**src/rtl/iiel_pkg.sv**
```systemverilog
// Shared types and constants for the indexed insert/erase list.
// Holds the command and result words, the operation and status codes,
// and the control word broadcast to the row of cells. No dependencies.
package iiel_pkg;

    // List depth and derived widths
    localparam int CAPACITY = 16;
    localparam int IDX_W    = $clog2(CAPACITY);
    localparam int CNT_W    = $clog2(CAPACITY + 1);
    localparam int POS_W    = 5;
    localparam int WORD_W   = 32;
    localparam int COUNT_W  = 5;
    localparam int CMP_W    = (CNT_W > POS_W) ? CNT_W : POS_W;

    typedef enum logic [1:0] {
        OP_INSERT = 2'd0,
        OP_ERASE  = 2'd1,
        OP_READ   = 2'd2,
        OP_NOP    = 2'd3
    } t_op;

    typedef enum logic [1:0] {
        ST_OK    = 2'd0,
        ST_FULL  = 2'd1,
        ST_EMPTY = 2'd2,
        ST_RANGE = 2'd3
    } t_status;

    // Command word
    typedef struct packed {
        t_op                       operation;
        logic [POS_W-1:0]          position;
        logic signed [WORD_W-1:0]  value;
    } t_in_word;

    // Result word
    typedef struct packed {
        t_status                   status;
        logic signed [WORD_W-1:0]  entry_value;
        logic [COUNT_W-1:0]        entry_count;
    } t_out_word;

    // Control broadcast to every cell
    typedef struct packed {
        logic                      ins;
        logic                      del;
        logic [CMP_W-1:0]          pos;
        logic signed [WORD_W-1:0]  value;
    } t_shift_ctrl;

endpackage

```
**src/rtl/iiel_cell.sv**
```systemverilog
// One cell of the list row: holds a single entry and shifts with its
// neighbors on insert and erase. Depends on iiel_pkg.
module iiel_cell (
    input  logic                               i_clk,
    input  iiel_pkg::t_shift_ctrl              i_ctrl,
    input  logic [iiel_pkg::IDX_W-1:0]         i_index,
    input  logic signed [iiel_pkg::WORD_W-1:0] i_left,
    input  logic signed [iiel_pkg::WORD_W-1:0] i_right,
    output logic signed [iiel_pkg::WORD_W-1:0] o_word
);
    import iiel_pkg::*;

    logic signed [WORD_W-1:0] r_word;
    logic signed [WORD_W-1:0] n_word;
    logic [CMP_W-1:0]         idx_x;

    assign idx_x = CMP_W'(i_index);

    // Insert: left above pos, value at pos; erase: right from pos up
    always_comb begin
        n_word = r_word;
        if (i_ctrl.ins) begin
            if (idx_x > i_ctrl.pos) begin
                n_word = i_left;
            end else if (idx_x == i_ctrl.pos) begin
                n_word = i_ctrl.value;
            end
        end else if (i_ctrl.del) begin
            if (idx_x >= i_ctrl.pos) begin
                n_word = i_right;
            end
        end
    end

    // Hold the entry (payload, no reset)
    always_ff @(posedge i_clk) begin
        r_word <= n_word;
    end

    assign o_word = r_word;

endmodule

```
**src/rtl/indexed_insert_erase_list.sv**
```systemverilog
// Top level of the indexed insert/erase list: command decode, count,
// read select and result register over a row of iiel_cell instances.
// Depends on iiel_pkg and iiel_cell.
//
//   channel   handshake                     payload
//   -------   ---------------------------   -----------------------------
//   command   start (taken when !busy)      i_cmd    (t_in_word)
//   result    o_result_valid (one cycle)    o_result (t_out_word)
//
// One command per cycle: the edge that takes a command registers its
// result word and raises o_result_valid. busy stays low, since every
// cell shifts alongside its neighbors on that same edge.
// Synchronous active-low reset clears the count and the result strobe;
// entries hold unknown data until an insert writes them.
// The result strobe lasts one cycle; the receiver cannot stall it.
module indexed_insert_erase_list (
    input  logic                  i_clk,
    input  logic                  i_rst_n,
    input  logic                  start,
    output logic                  busy,
    input  iiel_pkg::t_in_word    i_cmd,
    output logic                  o_result_valid,
    output iiel_pkg::t_out_word   o_result
);
    import iiel_pkg::*;

    logic signed [WORD_W-1:0] cell_word [CAPACITY];
    logic [CNT_W-1:0]         r_count;
    logic [CNT_W-1:0]         n_count;
    logic                     r_valid;
    t_out_word                r_result;
    t_out_word                n_result;
    t_shift_ctrl              ctrl;
    logic                     accept;
    logic [CMP_W-1:0]         pos_x;
    logic [CMP_W-1:0]         cnt_x;
    logic signed [WORD_W-1:0] sel_word;

    assign busy   = 1'b0;
    assign accept = start && !busy;
    assign pos_x  = CMP_W'(i_cmd.position);
    assign cnt_x  = CMP_W'(r_count);

    // Select the entry at the command position
    always_comb begin
        sel_word = '0;
        for (int k = 0; k < CAPACITY; k++) begin
            if (CMP_W'(k) == pos_x) begin
                sel_word = cell_word[k];
            end
        end
    end

    // Decode the command, check bounds, build the result word
    always_comb begin
        ctrl.ins   = 1'b0;
        ctrl.del   = 1'b0;
        ctrl.pos   = pos_x;
        ctrl.value = i_cmd.value;
        n_count    = r_count;
        n_result.status      = ST_OK;
        n_result.entry_value = '0;
        unique case (i_cmd.operation)
            OP_INSERT: begin
                if (cnt_x == CMP_W'(CAPACITY)) begin
                    n_result.status = ST_FULL;
                end else if (pos_x > cnt_x) begin
                    n_result.status = ST_RANGE;
                end else begin
                    ctrl.ins = accept;
                    n_count  = r_count + CNT_W'(1);
                end
            end
            OP_ERASE, OP_READ: begin
                if (r_count == '0) begin
                    n_result.status = ST_EMPTY;
                end else if (pos_x >= cnt_x) begin
                    n_result.status = ST_RANGE;
                end else begin
                    n_result.entry_value = sel_word;
                    if (i_cmd.operation == OP_ERASE) begin
                        ctrl.del = accept;
                        n_count  = r_count - CNT_W'(1);
                    end
                end
            end
            default: begin
                n_result.status = ST_OK;
            end
        endcase
        n_result.entry_count = COUNT_W'(n_count);
    end

    // Row of cells fed by their neighbors; the ends take the command value and zero
    for (genvar g = 0; g < CAPACITY; g++) begin : g_cell
        logic signed [WORD_W-1:0] left_w;
        logic signed [WORD_W-1:0] right_w;
        if (g == 0) begin : g_first
            assign left_w = i_cmd.value;
        end else begin : g_mid_l
            assign left_w = cell_word[g-1];
        end
        if (g == CAPACITY - 1) begin : g_last
            assign right_w = '0;
        end else begin : g_mid_r
            assign right_w = cell_word[g+1];
        end
        iiel_cell u_cell (
            .i_clk   (i_clk),
            .i_ctrl  (ctrl),
            .i_index (IDX_W'(g)),
            .i_left  (left_w),
            .i_right (right_w),
            .o_word  (cell_word[g])
        );
    end

    // Advance count and result strobe
    always_ff @(posedge i_clk) begin
        if (!i_rst_n) begin
            r_count <= '0;
            r_valid <= 1'b0;
        end else begin
            r_valid <= accept;
            if (accept) begin
                r_count <= n_count;
            end
        end
    end

    // Hold the result word
    always_ff @(posedge i_clk) begin
        if (accept) begin
            r_result <= n_result;
        end
    end

    assign o_result_valid = r_valid;
    assign o_result       = r_result;

endmodule
```
**config.mk**
```make
export PLATFORM = sky130hd
export DESIGN_NAME = indexed_insert_erase_list
export DESIGN_NICKNAME = d
export VERILOG_FILES = /design/src/rtl/iiel_pkg.sv /design/src/rtl/iiel_cell.sv /design/src/rtl/indexed_insert_erase_list.sv
export SDC_FILE = /design/constraint.sdc
export NUM_CORES = 1
export LEC_CHECK = 0
export ABC_AREA = 1
export BUFFER_PORTS_ARGS = -buffer_cell sky130_fd_sc_hd__buf_2
export CORE_MARGIN = 2
export CORE_UTILIZATION = 35
export CTS_CLUSTER_DIAMETER = 150
export DETAILED_ROUTE_END_ITERATION = 7
export HOLD_SLACK_MARGIN = 0.03
export PLACE_DENSITY_LB_ADDON = 0.08
export SYNTH_ARGS = -nofsm -noshare
export SYNTH_HDL_FRONTEND = slang
export SYNTH_SLANG_ARGS = --single-unit
```
**constraint.sdc**
```tcl
create_clock -name i_clk -period 13.6 [get_ports i_clk]
set_input_delay 2.72 -clock i_clk [delete_from_list [all_inputs] [get_ports i_clk]]
set_output_delay 2.72 -clock i_clk [all_outputs]
set_load 0.02 [all_outputs]
```
==> results.txt, run 1 <==
CTS Buffer Depth: 3
number of H-tree levels: 3
Worst setup EP type: register
CTS tree: built
First-pass DRT Iterations: 6
Die ar.: 0.09265 mm2
Met2 Wirelength: 59710 um
combinational share of power: 0.106
footprint of the multi-input gates: 0.01284 mm2
Crit Path Class: input pin to register
Min Hold Slack: 557.6 ps
Slew Limit Fails: 0
area grow syn2layout: 11.61%
Worst path max stage delay: 850 ps
period utilization: 0.5386
share of cells above drive strength 1: 0.08174
Hold-fix buffers, CTS: 0
vias: 28.23k
clk sinks: 557
dpl cell area: 0.03298 mm2
Hold Violations, Final: 0
number of global-route vias before repair: 26.32k
Post-route DRC: 0
initial antenna violation count: 12
post-synthesis mux area share: 0
port bufs: 81
final setup vio count: 0
Int Power: 3.127 mW
iteration-0 DRC count of the detailed router: 3188
met3 WL post-DR: 10490 um
outcome: complete, no violations
CTS Buf Count: 71
worst slack, placed: 5641 ps
RSZ-0062 raised after global routing: false
post-synthesis sequential area ratio: 0.5277
most frequent CP cell: inv_1
DP Cell Count: 4877
Setup Fix Bufs, Post-CTS: 0
Switching Share: 0.2704
met1 wire length: 59060 um
Seq pwr share: 0.450
yosys warns: 0
Reg area: 0.01667 mm2
slowest CP cell: nor2_4
Die Wd: 304.4 um
Clock power frac: 0.444
initial core utilization: 0.3519
global-route wire length before repair: 191100 um
skew final: 31.15 ps
Worst EP arrival: 7610 ps
Setup TNS: 0 ps
wire per inst: 26.46 um
reg2reg setup slack: 8000 ps
Rel. slew slack: 0.2038
Synth Area in Adders: 0.003962
Synth Area in XOR/XNOR: 0.0008320
synth unique cells: 32
Post-Synth Simple-Gate Area: 0.2278
Mapped Cells: 3861
max_cap viols: 0
switching power: 1.159 mW
Routed WL: 132500 um
top sig layer: met5
gpl congestion: 0.8446
# rows: 110
largest net degree at the start of global routing: 251
combinational family with the most area after synthesis: simple AND/OR/NAND/NOR gates
worst-path cell chain: buf_2 -> ha_1 -> nand2_1 -> inv_1 -> o21bai_1 -> nand3_1 -> a21oi_1 -> inv_1 -> nor2_2 -> inv_1 -> o21ai_0 -> nand2_2 -> nor2_4 -> buf_4
Post-CTS Resized: 0
P per Cell Area: 121.6 mW/mm2
CTS clock-pin slew for the worst setup and hold paths: 50 ps
hpwl dp: 83210 um
Worst Path Required: 13880 ps
CP Max Fanout: 20
leakage power: 13.21 nW
Synth Register Bits: 557
Via density: 5.636
Final ANT Viol Nets: 0
Avg Cell Area, Syn: 8.179 um2
syn nets: 3913
Final Cell Area: 0.03525 mm2
Filler Cell Count: 9221
overall die height: 304.4 um
non-filler cells, final: 5009
CP Launch Type: input pin
Skew-Pair Late Insertion Delay: 640 ps
synthesized area: 0.03158 mm2
final net count: 3826
fmax: 0.1365 GHz
Slew @ Worst Pin: 1192 ps
GRT Total Usage: 0.2811
Hold Path Class: register to register
Worst IR Drop VDD: 0.06173 mV
slack of the critical path: 6275 ps
Core ar.: 0.08974 mm2
Compound-Gate Fraction of Synth Area: 0.1663
Top Ports: 83
remaining global-route overflow: 0
root buffer cell: clkbuf_16
Final min period: 7325 ps
## stage by stage
stage | utilization | power [mW]
floorplan | - | 2.225
global placement | 0.3675 | 2.410
detailed placement | 0.3675 | 2.411
CTS | 0.3927 | 4.318
global route | 0.3928 | 4.423
finish | 0.3928 | 4.286
## sequential cells by signal, summed over array words and instances, names as in the netlist
name / flops
cnt_x: 5
o_result_valid: 1
g_cell.u_cell.o_word: 512
o_result: 39
## power by group through the flow
stage / Sequential (mW) / Clock (mW) / Combinational (mW)
6_report: 1.93 / 1.90 / 0.452
3_3_place_gp: 1.97 / 0 / 0.444
3_5_place_dp: 1.97 / 0 / 0.445
2_1_floorplan: 1.97 / 0 / 0.255
4_1_cts: 1.93 / 1.94 / 0.446
5_1_grt: 1.93 / 2.00 / 0.490
## worst paths after layout
| kind | startpoint | to | depth (start not counted) |
|---|---|---|---|
| hold / removal | cnt_x[3] | cnt_x[3] | 2 |
| setup / recovery | i_cmd[34] | g_cell[10].u_cell.o_word[26] | 14 |
| hold reg to reg | cnt_x[3] | cnt_x[3] | 2 |
| setup reg to reg | cnt_x[2] | g_cell[10].u_cell.o_word[26] | 14 |
## cell usage after synthesis
cell,count,area (um2)
a211oi_1,32,240.2
a21oi_1,144,720.7
a31oi_1,201,1257
buf_1,27,101.4
buf_2,90,450.4
buf_4,4,30.03
clkbuf_1,186,698.2
clkbuf_2,1,5.000
clkinv_1,3,11.26
conb_1,1,3.750
dfxtp_1,6,120.1
edfxtp_1,551,16550
ha_1,10,125.1
inv_1,256,960.9
inv_2,15,56.30
nand2_1,1257,4718
nand3_1,78,390.4
nand4_1,95,594.3
nor2_1,364,1366
nor2_2,5,31.28
nor2_4,4,45.04
nor3_1,3,15.01
nor3_2,1,10.01
nor3_4,1,16.27
o211ai_1,120,900.9
o21ai_0,312,1562
o21ai_1,38,190.2
o21bai_1,1,7.510
o221ai_1,22,192.7
o22ai_1,29,181.4
or2_1,1,6.260
xor2_1,3,26.28
## layout by cell type, fill, tap and decap left out, drive strengths merged, types with 30 or more instances in the layout
master  count
nand2    1257
edfxtp    551
nor2      373
o21ai     350
inv       272
a31oi     201
buf       148
a21oi     144
o211ai    120
nand4      95
clkbuf     93
nand3      78
a211oi     32
clkinv     30
## worst max-delay path: cells and delay by family
family                   cells  cell delay (ps)
AO/OA/AOI/OAI                3              790
buffers and inverters        5             1330
adder cells (fa/ha/maj)      1              280
AND/OR/NAND/NOR              5             2430
## area by class of cell
cell class | count | share of cell area
flip-flops and latches | 557 | 0.4728
multi-input cells | 2722 | 0.3644
clock buffers | 93 | 0.05456
well taps | 1176 | 0.04175
inverters | 274 | 0.02939
repair buffers | 148 | 0.02719
clock inverters | 35 | 0.009549
diodes | 4 | 0.0002840
## logic make-up (layout without fill, tap and decap cells)
| kind of cell | Yosys count | in the layout |
|---|---|---|
| and+or+nand+nor | 1809 | 1809 |
| AOI/OAI and AO/OA | 899 | 899 |
| buffers and inverters | 582 | 550 |
| DFF | 557 | 557 |
| adders and majority gates | 10 | 10 |
| xor gates and xnor gates | 3 | 3 |
| other | 1 | 5 |
## metal layers
metal / vias to the layer above / GRT usage
met4: 4 / 0.07875
met3: 198 / 0.04485
met1: 13680 / 0.4034
met2: 1230 / 0.4383
li1: 13120 / -
met5: - / 0
Power figures use the tool's default switching activity.
==> run 2: changes to the inputs <==
clock period = 7.7 ns   (was 13.6 ns; I/O delays follow)
==> run 2 against run 1 <==
Compared with the run above: sequential power increased by 77%; critical path depth unchanged; clock-buffer cell count increased by 1.
==> results.txt, run 2 (synthesis results as in run 1) <==
slack of the critical path: 2045 ps (-4229 ps)
CTS Buffer Depth: 3 (unchanged)
# rows: 110 (unchanged)
worst-path cell chain: buf_2 -> buf_4 -> inv_1 -> ha_1 -> a21oi_1 -> inv_1 -> nor2_2 -> buf_4 -> inv_1 -> o21ai_0 -> nand2_2 -> buf_4 -> nor2_4 -> buf_4
Post-CTS Resized: 0 (unchanged)
Routed WL: 130400 um (-1.7%)
Setup TNS: 0 ps (unchanged)
wire per inst: 25.98 um (-1.8%)
area grow syn2layout: 11.51% (about the same)
Worst EP arrival: 5930 ps (-1680 ps)
Final ANT Viol Nets: 0 (unchanged)
gpl congestion: 0.8267 (-2.1%)
dpl cell area: 0.03305 mm2 (+0.23%)
initial antenna violation count: 13 (+1)
Filler Cell Count: 9180 (-0.44%)
Die Wd: 304.4 um (unchanged)
overall die height: 304.4 um (unchanged)
RSZ-0062 raised after global routing: false
GRT Total Usage: 0.2759 (-0.005204)
slowest CP cell: nor2_4
outcome: complete, no violations
fmax: 0.1768 GHz
Final min period: 5655 ps
Reg area: 0.01667 mm2 (unchanged)
CP Max Fanout: 23 (+15%)
number of H-tree levels: 3 (unchanged)
grt met1 use: 0.3959 (-0.007523)
share of cells above drive strength 1: 0.08288 (+0.001133)
root buffer cell: clkbuf_16
Setup Fix Bufs, Post-CTS: 0 (unchanged)
Worst Path Required: 7980 ps (-5900 ps)
Post-route DRC: 0 (unchanged)
port bufs: 81 (unchanged)
CP Launch Type: input pin
Via density: 5.655 (+0.32%)
CTS tree: built
crit path buf inv count: 8 (+3)
most frequent CP cell: buf_4
Final Cell Area: 0.03522 mm2 (about the same)
hpwl dp: 82330 um (-1.1%)
M3 GR Usage: 0.03816 (-0.006686)
commonest non-fill, non-tap cell in the layout: nand2_1
Slew @ Worst Pin: 1228 ps (+36.91 ps)
First-pass DRT Iterations: 8 (+2)
vias: 28.38k (+0.50%)
non-filler cells, final: 5018 (+0.18%)
max_cap viols: 0 (unchanged)
most frequent cells in the layout: 1251 x nand2_1, 551 x edfxtp_1, 336 x nor2_1
global-route wire length before repair: 188700 um (-1.2%)
Hold Path Class: register to register
Skew-Pair Late Insertion Delay: 620 ps (-20 ps)
Worst setup EP type: register
met2 Resource Use GR: 0.4318 (-0.006478)
max reg flops: 512 (unchanged)
Die ar.: 0.09265 mm2 (unchanged)
GR peak layer: met2
Crit Path Class: input pin to register
Top Ports: 83 (unchanged)
period utilization: 0.7344
number of global-route vias before repair: 26.49k (+0.66%)
Hold-fix buffers, CTS: 0 (unchanged)
remaining global-route overflow: 0 (unchanged)
Rel. slew slack: 0.1791 (-0.02466)
final net count: 3834 (+0.21%)
Slew Limit Fails: 0 (unchanged)
CTS clock-pin slew for the worst setup and hold paths: 60 ps (about the same)
DP Cell Count: 4885 (+0.16%)
final setup vio count: 0 (unchanged)
P per Cell Area: 210.8 mW/mm2 (+73%)
delay-heaviest family, CP: buffers and inverters
largest net degree at the start of global routing: 219 (-13%)
footprint of the multi-input gates: 0.01285 mm2 (about the same)
clk sinks: 557 (unchanged)
Worst path max stage delay: 900 ps (+50 ps)
Hold Violations, Final: 0 (unchanged)
skew final: 30.05 ps (-1.096 ps)
iteration-0 DRC count of the detailed router: 3486 (+9.3%)
CTS Buf Count: 71 (unchanged)
worst slack, placed: 1511 ps (-4130 ps)
Worst IR Drop VDD: 0.1246 mV (+100%)
initial core utilization: 0.3519 (unchanged)
leakage power: 13.20 nW (about the same)
Core ar.: 0.08974 mm2 (unchanged)
## run 2: cell types whose count changed in the layout (fill, tap and decap cells not counted), sizes merged
cell,delta
inv,+3
buf,+8
diode,+1
clkinvlp,-1
clkbuf,+1
bufinv,-3
## run 2: worst paths after layout
kind,from,to,slack (ps),cells after the start
setup / recovery,i_cmd[32],g_cell[6].u_cell.o_word[22],2050,14
hold / removal,cnt_x[2],cnt_x[2],560,2
setup reg to reg,cnt_x[2],g_cell[6].u_cell.o_word[22],2720,16
hold reg to reg,cnt_x[2],cnt_x[2],560,2
## run 2: power by group
group / leakage, nW / internal (mW) / switching, mW / total [mW]
clock network: 1.06 / 1.84 / 1.38 / 3.22
registers: 5.04 / 3.38 / 0.0267 / 3.41
logic: 7.10 / 0.184 / 0.612 / 0.795
total: 13.2 / 5.41 / 2.02 / 7.42
## run 2: metrics by stage
step	util	hold slack [ps]	power [mW]
after floorplan	-	517.0	3.931
after global placement	0.3683	545.9	4.248
after detailed placement	0.3683	546.0	4.249
after CTS	0.3923	562.9	7.466
after global routing	0.3924	587.6	7.658
final	0.3924	564.9	7.424
## run 2: layout make-up
type / instances / share of cell area
antenna: 5 / 0.0003553
sequential: 557 / 0.4732
inverter: 274 / 0.02942
clock buffer: 94 / 0.05411
timing repair buffer: 156 / 0.02928
clock inverter: 34 / 0.006999
tap: 1176 / 0.04178
multi-input combinational: 2722 / 0.3648
## run 2: routing by layer
metal | share of wire | wire length [um] | vias to the layer above
met2 | 0.45 | 58440 | 1222
met5 | 0 | 0 | -
met3 | 0.074 | 9643 | 193
li1 | - | - | 13160
met1 | 0.45 | 58810 | 13800
met4 | 0.027 | 3466 | 0
## run 2: worst register-to-register path, cell delays in order, from the launching register on
cell and delay (ps):
dfxtp_1 400, inv_1 130, ha_1 310, nand2_1 60, inv_1 30, o21bai_1 110, nand3_1 130, a21oi_1 270
inv_1 130, nor2_2 110, buf_4 270, inv_1 260, o21ai_0 340, nand2_2 370, buf_4 380, nor2_4 910
buf_4 430
